===== config.mk =====
export PLATFORM = sky130hd
export DESIGN_NAME = mam_seq
export DESIGN_NICKNAME = d
export VERILOG_FILES = /design/src/rtl/core/mam_pkg.sv /design/src/rtl/core/mam_seq.sv
export SDC_FILE = /design/constraint.sdc
export NUM_CORES = 1
export LEC_CHECK = 0
export BUFFER_PORTS_ARGS = -buffer_cell sky130_fd_sc_hd__buf_2
export CORE_UTILIZATION = 59
export CTS_BUF_LIST = sky130_fd_sc_hd__clkbuf_8
export DETAILED_ROUTE_END_ITERATION = 12
export PLACE_DENSITY = 0.83
export SYNTH_ARGS = -nofsm -noshare
export SYNTH_HDL_FRONTEND = slang
export SYNTH_SLANG_ARGS = --single-unit

===== constraint.sdc =====
create_clock -name i_clk -period 4.26 [get_ports i_clk]
set_clock_uncertainty 0.15 [all_clocks]
set_input_delay 0.852 -clock i_clk [delete_from_list [all_inputs] [get_ports i_clk]]
set_output_delay 0.852 -clock i_clk [all_outputs]
set_load 0.02 [all_outputs]

===== src/rtl/core/mam_pkg.sv =====
// Package for the matrix add and multiply unit.
// Shared widths, result kind codes, register indexes and control structs.
// No dependencies.
package mam_pkg;

    localparam int VALUE_W   = 34;  // width of a sum or dot product result
    localparam int IDX_W     = 2;   // row and column index width
    localparam int DIM_W     = 3;   // dimension register width
    localparam int CFG_IDX_W = 2;   // configuration register index width

    // result kinds
    localparam logic [1:0] KIND_SUM  = 2'd0;
    localparam logic [1:0] KIND_PROD = 2'd1;
    localparam logic [1:0] KIND_ERR  = 2'd2;

    // configuration register indexes
    localparam logic [CFG_IDX_W-1:0] CFG_A_ROWS = 2'd0;
    localparam logic [CFG_IDX_W-1:0] CFG_A_COLS = 2'd1;
    localparam logic [CFG_IDX_W-1:0] CFG_B_ROWS = 2'd2;
    localparam logic [CFG_IDX_W-1:0] CFG_B_COLS = 2'd3;

    // one term handed to the multiply-accumulate unit
    typedef struct packed {
        logic valid;
        logic first;      // start a new accumulation
        logic last_term;  // final term of this result
        logic add;        // a + b instead of a * b
    } t_mac_ctl;

    // one result handed from the sequencer to the output register
    typedef struct packed {
        logic             valid;
        logic [1:0]       kind;
        logic [IDX_W-1:0] row;
        logic [IDX_W-1:0] col;
        logic             last;
    } t_emit;

    // true when idx is the last position of a dimension of size dim
    function automatic logic is_end(input logic [IDX_W-1:0] idx,
                                    input logic [DIM_W-1:0] dim);
        return DIM_W'(idx) == (dim - DIM_W'(1));
    endfunction

endpackage


===== src/rtl/core/mam_seq.sv =====
// Sequencer: dimension registers, load counters and result/term iteration.
// Depends on mam_pkg.
module mam_seq #(
    parameter int MAX_DIM = 4,
    parameter int ADDR_W  = 4
) (
    input  logic                            i_clk,
    input  logic                            i_rst_n,
    input  logic                            i_cfg_wr_en,
    input  logic [mam_pkg::CFG_IDX_W-1:0]   i_cfg_index,
    input  logic [mam_pkg::DIM_W-1:0]       i_cfg_data,
    input  logic                            i_in_valid,
    input  logic                            i_mac_done,
    input  logic                            i_out_free,
    output logic                            o_stall,
    output logic                            o_we_a,
    output logic                            o_we_b,
    output logic [ADDR_W-1:0]               o_waddr,
    output logic [ADDR_W-1:0]               o_raddr_a,
    output logic [ADDR_W-1:0]               o_raddr_b,
    output mam_pkg::t_mac_ctl               o_issue,
    output mam_pkg::t_emit                  o_emit
);

    localparam logic [1:0] S_LOAD  = 2'd0;
    localparam logic [1:0] S_ISSUE = 2'd1;
    localparam logic [1:0] S_WAIT  = 2'd2;
    localparam logic [1:0] S_EMIT  = 2'd3;

    localparam int DW = mam_pkg::DIM_W;
    localparam int IW = mam_pkg::IDX_W;

    logic [1:0]    r_state, n_state;
    logic [DW-1:0] r_a_rows, r_a_cols, r_b_rows, r_b_cols;
    logic [IW-1:0] r_row, n_row;
    logic [IW-1:0] r_col, n_col;
    logic [IW-1:0] r_k, n_k;
    logic          r_phase_b, n_phase_b;
    logic          r_mode_add, n_mode_add;
    logic          r_mul_ok, n_mul_ok;
    logic          r_err, n_err;

    logic [DW-1:0] ar, ac, br, bc;
    logic [DW-1:0] res_cols;
    logic          accept;
    logic          add_ok, mul_ok;

    function automatic logic [DW-1:0] dim_of(input logic [DW-1:0] v);
        if (v == '0) begin
            return DW'(1);
        end else if (v > DW'(MAX_DIM)) begin
            return DW'(MAX_DIM);
        end
        return v;
    endfunction

    function automatic logic [ADDR_W-1:0] addr_of(input logic [IW-1:0] r,
                                                  input logic [IW-1:0] c);
        return ADDR_W'(r * MAX_DIM + c);
    endfunction

    assign ar = dim_of(r_a_rows);
    assign ac = dim_of(r_a_cols);
    assign br = dim_of(r_b_rows);
    assign bc = dim_of(r_b_cols);

    assign add_ok   = (ar == br) && (ac == bc);
    assign mul_ok   = (ac == br);
    assign res_cols = r_mode_add ? ac : bc;
    assign accept   = i_in_valid && (r_state == S_LOAD);
    assign o_stall  = (r_state != S_LOAD);

    assign o_waddr   = addr_of(r_row, r_col);
    assign o_we_a    = accept && !r_phase_b;
    assign o_we_b    = accept && r_phase_b;
    assign o_raddr_a = r_mode_add ? addr_of(r_row, r_col) : addr_of(r_row, r_k);
    assign o_raddr_b = r_mode_add ? addr_of(r_row, r_col) : addr_of(r_k, r_col);

    always_comb begin
        n_state    = r_state;
        n_row      = r_row;
        n_col      = r_col;
        n_k        = r_k;
        n_phase_b  = r_phase_b;
        n_mode_add = r_mode_add;
        n_mul_ok   = r_mul_ok;
        n_err      = r_err;
        o_issue    = '0;
        o_emit     = '0;

        unique case (r_state)
            S_LOAD: begin
                if (accept) begin
                    if (!mam_pkg::is_end(r_col, r_phase_b ? bc : ac)) begin
                        n_col = r_col + 1'b1;
                    end else if (!mam_pkg::is_end(r_row, r_phase_b ? br : ar)) begin
                        n_col = '0;
                        n_row = r_row + 1'b1;
                    end else begin
                        n_col = '0;
                        n_row = '0;
                        if (!r_phase_b) begin
                            n_phase_b = 1'b1;
                        end else begin
                            // last element of B: start the run
                            n_phase_b  = 1'b0;
                            n_mode_add = add_ok;
                            n_mul_ok   = mul_ok;
                            n_err      = !add_ok && !mul_ok;
                            n_k        = '0;
                            n_state    = (!add_ok && !mul_ok) ? S_EMIT : S_ISSUE;
                        end
                    end
                end
                if (i_cfg_wr_en) begin
                    n_row     = '0;
                    n_col     = '0;
                    n_phase_b = 1'b0;
                end
            end
            S_ISSUE: begin
                o_issue.valid     = 1'b1;
                o_issue.add       = r_mode_add;
                o_issue.first     = r_mode_add || (r_k == '0);
                o_issue.last_term = r_mode_add || mam_pkg::is_end(r_k, ac);
                if (o_issue.last_term) begin
                    n_k     = '0;
                    n_state = S_WAIT;
                end else begin
                    n_k = r_k + 1'b1;
                end
            end
            S_WAIT: begin
                if (i_mac_done) begin
                    n_state = S_EMIT;
                end
            end
            S_EMIT: begin
                if (i_out_free) begin
                    o_emit.valid = 1'b1;
                    o_emit.row   = r_row;
                    o_emit.col   = r_col;
                    o_emit.kind  = r_err      ? mam_pkg::KIND_ERR :
                                   r_mode_add ? mam_pkg::KIND_SUM : mam_pkg::KIND_PROD;
                    if (r_err) begin
                        o_emit.last = 1'b1;
                        n_err       = 1'b0;
                        n_state     = S_LOAD;
                    end else if (!mam_pkg::is_end(r_col, res_cols)) begin
                        n_col   = r_col + 1'b1;
                        n_state = S_ISSUE;
                    end else if (!mam_pkg::is_end(r_row, ar)) begin
                        n_col   = '0;
                        n_row   = r_row + 1'b1;
                        n_state = S_ISSUE;
                    end else begin
                        n_col = '0;
                        n_row = '0;
                        if (r_mode_add && r_mul_ok) begin
                            n_mode_add = 1'b0;
                            n_state    = S_ISSUE;
                        end else begin
                            o_emit.last = 1'b1;
                            n_state     = S_LOAD;
                        end
                    end
                end
            end
            default: begin
                n_state = S_LOAD;
            end
        endcase
    end

    always_ff @(posedge i_clk) begin
        if (!i_rst_n) begin
            r_state    <= S_LOAD;
            r_a_rows   <= DW'(4);
            r_a_cols   <= DW'(4);
            r_b_rows   <= DW'(4);
            r_b_cols   <= DW'(4);
            r_row      <= '0;
            r_col      <= '0;
            r_k        <= '0;
            r_phase_b  <= 1'b0;
            r_mode_add <= 1'b0;
            r_mul_ok   <= 1'b0;
            r_err      <= 1'b0;
        end else begin
            r_state    <= n_state;
            r_row      <= n_row;
            r_col      <= n_col;
            r_k        <= n_k;
            r_phase_b  <= n_phase_b;
            r_mode_add <= n_mode_add;
            r_mul_ok   <= n_mul_ok;
            r_err      <= n_err;
            if (i_cfg_wr_en) begin
                unique case (i_cfg_index)
                    mam_pkg::CFG_A_ROWS: r_a_rows <= i_cfg_data;
                    mam_pkg::CFG_A_COLS: r_a_cols <= i_cfg_data;
                    mam_pkg::CFG_B_ROWS: r_b_rows <= i_cfg_data;
                    mam_pkg::CFG_B_COLS: r_b_cols <= i_cfg_data;
                    default: ;
                endcase
            end
        end
    end

endmodule


==> key figures, run 1 <==
Setup path
  – Crit-path cells: inv_1 > ha_1 > mux2i_4 > nand2_1 > nand2_1 > ha_1 > xor2_1 > nand4_1 > a211oi_1 > nor2_1 > nor2_1 > buf_2
  – Reg-to-reg slack, setup: 0.92 ns
  – Critical Path Sink Type: primary output
  – Critical Path AT: 2.95 ns
  – CP max stage cell: dfxtp_1
  – Crit path required time: 3.26 ns
  – Crit Path Class: register to primary output
  – Crit-path leading delay family: adder cells
  – Worst-path maximum fanout: 6
  – R2R cell count: 11
  – Startpoint types: register
  – Buf/Inv on CP: 2
  – CP max stage delay: 0.42 ns
  – R2R Path End: r_phase_b$_SDFFE_PN0P_
  – Reg2reg start: r_a_cols[2]$_SDFFE_PN1P_

Pwr
  – Total power: 0.000530 W
  – Pwr Density: 214 nW/um2
  – Internal Pwr Total: 0.000368 W
  – Psw: 0.000162 W
  – Comb pwr share: 23.8%
  – Power share of the sequential group: 45.8%
  – VDD IR max: 130 uV
  – Pleak: 1.17 nW
  – Clock share of power: 30.4%
  – Switching share of power: 30.6%

Routing
  – DRT iter0 DRCs: 154
  – DR vias: 1,994
  – DRT Pass-1 Iters: 4
  – DRC: 0
  – Vias/cell: 5.73
  – Final ANT Viol Nets: 0
  – Total Routed Length: 5030 um
  – Avg WL per Cell: 14.5 um

Die
  – Core area: 3660 um2
  – Rows: 22
  – Die area: 4060 um2
  – Die Width: 63.7 um
  – Die Y: 63.7 um
  – Initial Utilization: 61.4%
  – I/O pins: 38

Clock tree
  – Reg clk slew, reported paths: 0.09 ns
  – Clock buffer depth: 2
  – Clock Latency Late Sink: 0.27 ns
  – Hold buffers post-CTS: 0
  – Sink Count: 24
  – TritonCTS clock tree: built
  – Postcts setup bufs: 0
  – CTS H-tree depth: 1
  – CTS root buf: clkbuf_8
  – Total CTS buffers: 3
  – Post-CTS sizing: 0

Timing
  – Period utilization: 92.7%
  – Setup TNS: 0 ns
  – Final hold viol count: 0
  – Max Clk Rate: 253 MHz
  – Fin crit period: 3.95 ns
  – Least-Margin Pin Slew: 0.715 ns
  – Pins Over Slew Limit: 0
  – Unrepaired setup endpoints after global routing: no
  – Slew margin rel.: 52.2%
  – Setup-failing EPs final: 0

Worst hold path
  – Hold path depth: 2
  – Hold path startpoint: r_a_rows[1]$_SDFFE_PN0P_
  – Worst Hold End: r_a_rows[1]$_SDFFE_PN0P_
  – HP Class: register to register

Yosys
  – Seq/Total Area, Yosys: 21.4%
  – Main synth FF type: dfxtp_1
  – Yosys cell types: 58
  – Netlist Area Pre-Place: 2250 um2
  – XOR/XNOR Fraction of Synth Area: 9.63%
  – Number of synthesized flops with an enable pin: 0
  – Synth Area in Adders: 7.80%
  – Yosys top cell area share: 21.4%
  – #FFs+latches synth: 24
  – Synth Warn #: 0
  – Compound-Gate Fraction of Synth Area: 13.9%
  – Net Count, Synth: 297
  – Area leader, netlist: dfxtp_1
  – Simple-gate share of the synthesized area: 26.8%
  – Fraction of registers with async set/reset: 0%
  – Main combinational cell family by area after synthesis: simple AND/OR/NAND/NOR gates
  – Cells after synthesis: 272
  – Synth top area cells: dfxtp_1, mux2i_1, ha_1
  – Post-synthesis mux area share: 14.1%
  – Synthesized area per cell: 8.26 um2

Placement
  – I/O Buffers: 37
  – DP Wirelength: 3960 um
  – Routability cong.: 0.866

Run status
  – Status: completed

Global routing
  – Largest net degree at the start of global routing: 29
  – Total GRT Usage: 26.3%
  – First-pass GRT wire length: 8360 um
  – Vias in the first global route: 1,877
  – Congestion Overflow GR: 0
  – Initial antenna violation count: 0

Cells and area
  – Area growth syn-to-layout: 10.2%
  – Fill cells: 316
  – Multi-input logic area: 1620 um2
  – Reg area: 480 um2
  – Total Nets Final: 326
  – Share of layout cells above drive strength 1: 20.3%
  – Diode count: 0

Flow run
  – Max cap viols: 0
-- area by class of cell --
class | count | area share [%]
Clock buffer | 4 | 2.22
Multi-Input combinational cell | 217 | 65.5
Timing Repair Buffer | 39 | 8.08
Inverter | 16 | 2.42
Tap cell | 48 | 2.42
Sequential cell | 24 | 19.4
-- kinds of logic after synthesis --
kind of cell / after synthesis
AO/OA/AOI/OAI: 39
XOR/XNOR: 23
adder cells (fa/ha/maj): 14
buffers and inverters: 31
flip-flops: 24
multiplexers: 28
AND/OR/NAND/NOR: 113
-- worst max path at each step --
stage,from,end,cells past startpoint
finish,r_b_cols[2]$_SDFFE_PN1P_,o_emit[0],12
global route,r_b_cols[2]$_SDFFE_PN1P_,o_emit[0],12
CTS,r_b_cols[1]$_SDFFE_PN0P_,o_emit[0],12
detailed placement,r_b_cols[1]$_SDFFE_PN0P_,o_emit[0],12
global placement,r_b_cols[0]$_SDFFE_PN0P_,o_emit[0],12
floorplan,r_a_cols[2]$_SDFFE_PN1P_,o_emit[0],11
-- flip-flops by register name, indices dropped and copies added, names as in the netlist --
signal	cells
r_b_rows	3
r_k	2
r_phase_b	1
r_mode_add	1
r_mul_ok	1
r_state	2
r_a_rows	3
r_col	2
r_err	1
r_a_cols	3
r_row	2
r_b_cols	3
-- power by group through the flow --
stage / combinational (W) / clock [W] / sequential [W]
5_1_grt: 0.000138 / 0.000180 / 0.000245
2_1_floorplan: 0.000100 / 0 / 0.000245
3_3_place_gp: 0.000122 / 0 / 0.000248
3_5_place_dp: 0.000126 / 0 / 0.000248
6_report: 0.000126 / 0.000161 / 0.000243
4_1_cts: 0.000126 / 0.000166 / 0.000243
-- worst register-to-register path: cells and delay by family, from the launching register on --
family / cells / cell delay, ns
AO/OA/AOI/OAI: 2 / 0.40
XOR/XNOR: 1 / 0.26
buffers and inverters: 2 / 0.28
flip-flops: 1 / 0.47
multiplexers: 2 / 0.50
AND/OR/NAND/NOR: 2 / 0.47
adder cells (fa/ha/maj): 2 / 0.73
-- routing by layer --
| metal | GRT usage, % | vias up | part of all wire (%) |
|---|---|---|---|
| met5 | 0 | - | 0 |
| met4 | 11.9 | 0 | 2.5 |
| met3 | 3.80 | 11 | 3.2 |
| met2 | 44.9 | 53 | 48 |
| met1 | 32.3 | 921 | 46 |
| li1 | - | 1009 | - |
-- synth_stat cells, types with 2 or more instances --
cell / instances
xor2_1: 14
nand3b_1: 4
nand4_1: 2
mux2_4: 2
dfxtp_1: 24
nand2_1: 34
mux2i_4: 2
clkbuf_1: 5
nand3_1: 3
o21ai_0: 4
nor3b_1: 2
a21oi_2: 2
buf_2: 4
nor2_1: 20
inv_1: 16
ha_1: 14
mux2i_1: 23
o311a_1: 2
o21ai_1: 2
nor2b_1: 17
buf_4: 4
nor3_1: 6
o22ai_1: 2
xnor2_1: 7
a21oi_1: 3
and3_1: 10
a211oi_1: 2
a31oi_1: 5
o211ai_1: 3
nand2b_1: 5
xnor2_2: 2
-- cells in the final DEF, fill, tap and decap left out, types with 5 or more instances in the layout --
| cell | Yosys | final |
|---|---|---|
| buf_2 | 4 | 37 |
| nand2_1 | 34 | 34 |
| dfxtp_1 | 24 | 24 |
| mux2i_1 | 23 | 23 |
| nor2_1 | 20 | 20 |
| nor2b_1 | 17 | 17 |
| inv_1 | 16 | 16 |
| xor2_1 | 14 | 14 |
| ha_1 | 14 | 14 |
| and3_1 | 10 | 10 |
| xnor2_1 | 7 | 7 |
| nor3_1 | 6 | 6 |
| a31oi_1 | 5 | 5 |
| nand2b_1 | 5 | 5 |
-- per-stage QoR --
step | setup WS, ns | instance area (um2) | hold slack [ns] | std cells | util (%)
final | 0.310 | 2480 | 0.401 | 348 | 67.7
after global routing | 0.0816 | 2480 | 0.425 | 348 | 67.7
after CTS | 0.312 | 2480 | 0.401 | 348 | 67.7
after detailed placement | 0.623 | 2420 | 0.386 | 344 | 66.2
after global placement | 0.697 | 2420 | 0.385 | 344 | 66.2
after floorplan | 0.731 | 2250 | 0.356 | 272 | -
No activity file was read; power rests on OpenSTA's default activity.
==> inputs of run 2 (changes only) <==
--- a/config.mk
+++ b/config.mk
@@ -8,2 +8,3 @@
 export BUFFER_PORTS_ARGS = -buffer_cell sky130_fd_sc_hd__buf_2
+export CORE_MARGIN = 2
 export CORE_UTILIZATION = 59
==> constraint.sdc (replaced) <==
create_clock -name i_clk -period 4.26 [get_ports i_clk]
set_clock_uncertainty 0.15 [all_clocks]
set_input_delay 0.426 -clock i_clk [delete_from_list [all_inputs] [get_ports i_clk]]
set_output_delay 0.426 -clock i_clk [all_outputs]
set_load 0.02 [all_outputs]
==> run 2 against run 1 <==
Worst hold slack got worse by 0.12 ns; sequential cell count stayed put; clock power about the same; sequential share of layout area up 0.12 points; critical path depth unchanged; die area is 6.4% higher; fmax up 8.9%; utilization shrank 0.41 points; first-iteration DRC count down 30%; via count rose by 0.25%; combinational power about the same; design area decreased by 0.61%; critical endpoint unchanged; largest power group unchanged.
==> key figures, run 2 (synthesis gave the netlist of run 1 again) <==
Pwr
  – VDD IR max: 141 uV
  – Pleak: 1.16 nW
  – Pwr Density: 216 nW/um2

Setup path
  – Buf/Inv on CP: 2
  – Startpoint types: register
  – Critical Path Sink Type: primary output
  – CP max stage delay: 0.46 ns
  – CP max stage cell: mux2i_4
  – Crit-path cells: inv_1 > ha_1 > mux2i_4 > nand2_1 > nand2_1 > ha_1 > xor2_1 > nand4_1 > a211oi_1 > nor2_1 > nor2_1 > buf_2
  – Crit path required time: 3.68 ns
  – Reg-to-reg slack, setup: 1.01 ns
  – Crit Path Class: register to primary output
  – Worst-path maximum fanout: 8
  – Critical Path AT: 3.05 ns
  – Crit-path leading delay family: adder cells

Cells and area
  – Final Util: 67.3%
  – Area growth syn-to-layout: 9.58%
  – Fill cells: 314
  – Total Nets Final: 324
  – Final non-filler cell total: 346
  – Diode count: 0
  – Most frequent cells in the layout: buf_2, nand2_1, dfxtp_1, mux2i_1, nor2_1
  – Share of layout cells above drive strength 1: 19.8%
  – Most common cell after layout, fill and taps aside: buf_2

Timing
  – Least-Margin Pin Slew: 0.638 ns
  – Slew margin rel.: 57.4%
  – Max Clk Rate: 276 MHz
  – Pins Over Slew Limit: 0
  – Setup-failing EPs final: 0
  – Period utilization: 85.2%
  – Fin crit period: 3.63 ns
  – Unrepaired setup endpoints after global routing: no
  – Final hold viol count: 0
  – Setup TNS: 0 ns
  – Final WS setup: 0.633 ns

Clock tree
  – CTS H-tree depth: 1
  – Post-CTS sizing: 0
  – TritonCTS clock tree: built
  – Sink Count: 24
  – CTS root buf: clkbuf_8
  – Hold buffers post-CTS: 0
  – Reg clk slew, reported paths: 0.09 ns
  – Postcts setup bufs: 0
  – Total CTS buffers: 3
  – Clock buffer depth: 2
  – Clock Latency Late Sink: 0.27 ns

Global routing
  – Total GRT Usage: 24.3%
  – Congestion Overflow GR: 0
  – Initial antenna violation count: 0
  – First-pass GRT wire length: 8310 um
  – Vias in the first global route: 1,792
  – Largest net degree at the start of global routing: 29

Flow run
  – Max cap viols: 0

Run status
  – Status: completed

Die
  – Initial Utilization: 61.4%
  – I/O pins: 38
  – Rows: 22
  – Die Y: 65.7 um
  – Die Width: 65.7 um
  – Core area: 3660 um2
  – Die area: 4320 um2

Routing
  – DRC: 0
  – DRT Pass-1 Iters: 5
  – Total Routed Length: 4880 um
  – Final ANT Viol Nets: 0
  – Avg WL per Cell: 14.1 um
  – DR vias: 1,999
  – DRT iter0 DRCs: 108
  – Vias/cell: 5.78

Placement
  – DP Wirelength: 3760 um
  – Routability cong.: 0.920
  – Dpl cells: 342
  – I/O Buffers: 37
  – Post-place setup slack: 0.936 ns

Worst hold path
  – HP Class: primary input to register
run 2: area by class of cell:
| cell class | count | area, um2 | area share (%) |
|---|---|---|---|
| Multi-Input combinational cell | 217 | 1620 | 65.9 |
| Sequential cell | 24 | 480 | 19.5 |
| Clock buffer | 4 | 55.1 | 2.24 |
| Inverter | 16 | 60.1 | 2.44 |
| Tap cell | 48 | 60.1 | 2.44 |
| Timing Repair Buffer | 37 | 185 | 7.52 |
run 2: where the power goes:
group | internal [W] | leakage [nW] | switching [W] | total, W
Clock | 0.0000827 | 0.0288 | 0.0000802 | 0.000163
Sequential | 0.000231 | 0.195 | 0.0000124 | 0.000243
Combinational | 0.0000545 | 0.939 | 0.0000705 | 0.000125
Total | 0.000368 | 1.16 | 0.000163 | 0.000531
run 2: metrics by stage:
step                total power (W)  hold WS (ns)  cell area (um2)
floorplan                  0.000345         0.356             2250
global placement           0.000370         0.384             2410
detailed placement         0.000373         0.390             2410
CTS                        0.000537         0.275             2460
global route               0.000559         0.288             2460
finish                     0.000531         0.279             2460
run 2: path summary, 6_finish.rpt:
path,startpoint,end,cells after the start
max,r_a_cols[2]$_SDFFE_PN1P_,o_emit[0],12
min,i_cfg_data[2],r_b_cols[2]$_SDFFE_PN1P_,3
max reg2reg,r_a_cols[2]$_SDFFE_PN1P_,r_phase_b$_SDFFE_PN0P_,10
min reg2reg,r_a_rows[1]$_SDFFE_PN0P_,r_a_rows[1]$_SDFFE_PN0P_,2
run 2: worst min-delay path, delay by kind of cell:
family | cells | cell delay, ns
buffers and inverters | 1 | 0.12
and+or+nand+nor | 1 | 0.06
muxes | 1 | 0.07
run 2: layer usage:
layer  vias to the layer above  routed length [um]  GRT usage [%]
li1                       1001                   -              -
met1                       939                2200           32.0
met2                        53                2390           42.2
met3                         6                 246           2.57
met4                         0                  45           5.99
met5                         -                   0              0
==> inputs of run 3 (changes only) <==
Settings changed: CORE_UTILIZATION 59 to 57, CTS_BUF_LIST sky130_fd_sc_hd__clkbuf_8 to sky130_fd_sc_hd__clkbuf_4 sky130_fd_sc_hd__clkbuf_8 sky130_fd_sc_hd__clkbuf_16, PLACE_DENSITY 0.83 to 0.81, SETUP_SLACK_MARGIN set to 0.5, SLEW_MARGIN set to 10.
==> run 3 against run 2 <==
Final cell count is 2.0% higher; die area up 3.3%; via count up 1.8%; register-to-register slack gained 0.12 ns; routed wire length up 4.7%; first-iteration DRC count is 13% higher; critical endpoint unchanged; highest routed layer unchanged.
==> key figures, run 3 (synthesis gave the netlist of run 1 again) <==
Setup path
  – CP max stage delay: 0.44 ns
  – Critical Path Sink Type: primary output
  – R2R cell count: 11
  – Crit-path cells: inv_1 > ha_1 > mux2i_4 > nand2_1 > nand2_1 > ha_1 > xor2_1 > nand4_1 > a211oi_2 > nor2_1 > nor2_1 > buf_2
  – CP max stage cell: dfxtp_1
  – Crit Path Class: register to primary output
  – R2R Path End: r_state[1]$_SDFFE_PN0P_
  – Startpoint types: register
  – Worst-path maximum fanout: 6
  – Critical Path AT: 2.97 ns
  – Reg-to-reg slack, setup: 1.13 ns
  – Crit path required time: 3.68 ns
  – Reg2reg start: r_a_rows[2]$_SDFFE_PN1P_

Worst hold path
  – HP Class: primary input to register
  – Hold path startpoint: i_cfg_data[2]
  – Hold path depth: 3
  – Worst Hold End: r_b_cols[2]$_SDFFE_PN1P_

Flow run
  – Max cap viols: 0

Routing
  – Total Routed Length: 5110 um
  – Final ANT Viol Nets: 0
  – DR vias: 2,035
  – Vias/cell: 5.76
  – DRT Pass-1 Iters: 4
  – Met1 wire length: 2270 um
  – DRT iter0 DRCs: 122
  – Top layer in use: met4
  – Met2 wire length: 2460 um
  – Avg WL per Cell: 14.5 um
  – Wire length on met3: 245 um
  – DRC: 0

Die
  – Die Width: 66.8 um
  – Core area: 3720 um2
  – Die area: 4460 um2
  – I/O pins: 38
  – Initial Utilization: 60.5%
  – Rows: 22
  – Die Y: 66.8 um

Pwr
  – Pleak: 1.19 nW
  – VDD IR max: 213 uV
  – Pwr Density: 210 nW/um2

Placement
  – Routability cong.: 0.861
  – Post-DP Area: 2410 um2
  – I/O Buffers: 37
  – DP Wirelength: 3810 um

Cells and area
  – Design area: 2520 um2
  – Diode count: 0
  – Most common cell after layout, fill and taps aside: buf_2
  – Area growth syn-to-layout: 12.1%
  – Most frequent cells in the layout: buf_2, nand2_1, dfxtp_1, mux2i_1, nor2_1
  – Share of layout cells above drive strength 1: 22.0%
  – Total Nets Final: 331

Clock tree
  – Clock buffer depth: 2
  – CTS H-tree depth: 1
  – CTS root buf: clkbuf_8
  – Total CTS buffers: 3
  – Reg clk slew, reported paths: 0.08 ns
  – Sink Count: 24
  – TritonCTS clock tree: built
  – Hold buffers post-CTS: 0
  – Clock Latency Late Sink: 0.27 ns

Timing
  – Pins Over Slew Limit: 0
  – Hold WS: 0.291 ns
  – Setup-failing EPs final: 0
  – Max Clk Rate: 282 MHz
  – Unrepaired setup endpoints after global routing: no
  – Period utilization: 83.3%
  – Least-Margin Pin Slew: 0.668 ns
  – Fin crit period: 3.55 ns
  – Final hold viol count: 0
  – Setup TNS: 0 ns
  – Slew margin rel.: 55.4%

Global routing
  – Vias in the first global route: 1,772
  – Congestion Overflow GR: 0
  – First-pass GRT wire length: 8170 um
  – Largest net degree at the start of global routing: 29
  – Total GRT Usage: 23.8%
  – Initial antenna violation count: 0

Run status
  – Status: completed
[run 3: cell type report]
cell class / count / area [um2]
clock buffer: 4 / 55.1
fill: 316 / 1200
inverter: 16 / 60.1
multi-input combinational: 217 / 1630
sequential: 24 / 480
tap: 48 / 60.1
timing repair buffer: 44 / 238
[run 3: what timing repair did]
action                     CTS  global route
resized for setup            0             1
setup endpoints to repair    0             1
buffers inserted             0             7
[run 3: routing by layer]
layer	global-route usage [%]	up-vias
li1	-	1018
met2	41.3	73
met4	9.44	0
met3	4.39	18
met5	0	-
met1	28.9	926
[run 3: power by group]
| group | switching (W) | internal (W) | total, W |
|---|---|---|---|
| Sequential | 0.0000121 | 0.000231 | 0.000243 |
| Combinational | 0.0000732 | 0.0000578 | 0.000131 |
| Clock | 0.0000731 | 0.0000825 | 0.000156 |
[run 3: how the worst max path moves through the flow]
| stage | end | cells after the start | slack [ns] | startpoint |
|---|---|---|---|---|
| after floorplan | o_emit[0] | 11 | 1.16 | r_a_cols[2]$_SDFFE_PN1P_ |
| after CTS | o_emit[0] | 12 | 0.56 | r_a_cols[2]$_SDFFE_PN1P_ |
| after detailed placement | o_emit[0] | 12 | 0.96 | r_a_cols[2]$_SDFFE_PN1P_ |
| after global routing | o_emit[0] | 12 | 0.51 | r_a_cols[2]$_SDFFE_PN1P_ |
| after global placement | o_emit[0] | 12 | 1.02 | r_a_cols[2]$_SDFFE_PN1P_ |
| final | o_emit[0] | 12 | 0.71 | r_a_cols[2]$_SDFFE_PN1P_ |
[run 3: per-stage QoR]
stage                     worst slack (ns)  cells  util (%)  power, W
after global routing                 0.511    353      67.8  0.000559
after CTS                            0.557    346      66.3  0.000531
after global placement                1.02    342      64.8  0.000370
after floorplan                       1.16    272         -  0.000345
final                                0.710    353      67.8  0.000529
after detailed placement             0.965    342      64.8  0.000373
[run 3: critical path, delay by kind of cell (launching register included)]
| kind | cells | cell delay [ns] |
|---|---|---|
| and+or+nand+nor | 5 | 0.53 |
| buffers and inverters | 2 | 0.25 |
| muxes | 1 | 0.35 |
| adders and majority gates | 2 | 0.65 |
| xor gates and xnor gates | 1 | 0.23 |
| DFF | 1 | 0.44 |
| AOI/OAI and AO/OA | 1 | 0.27 |
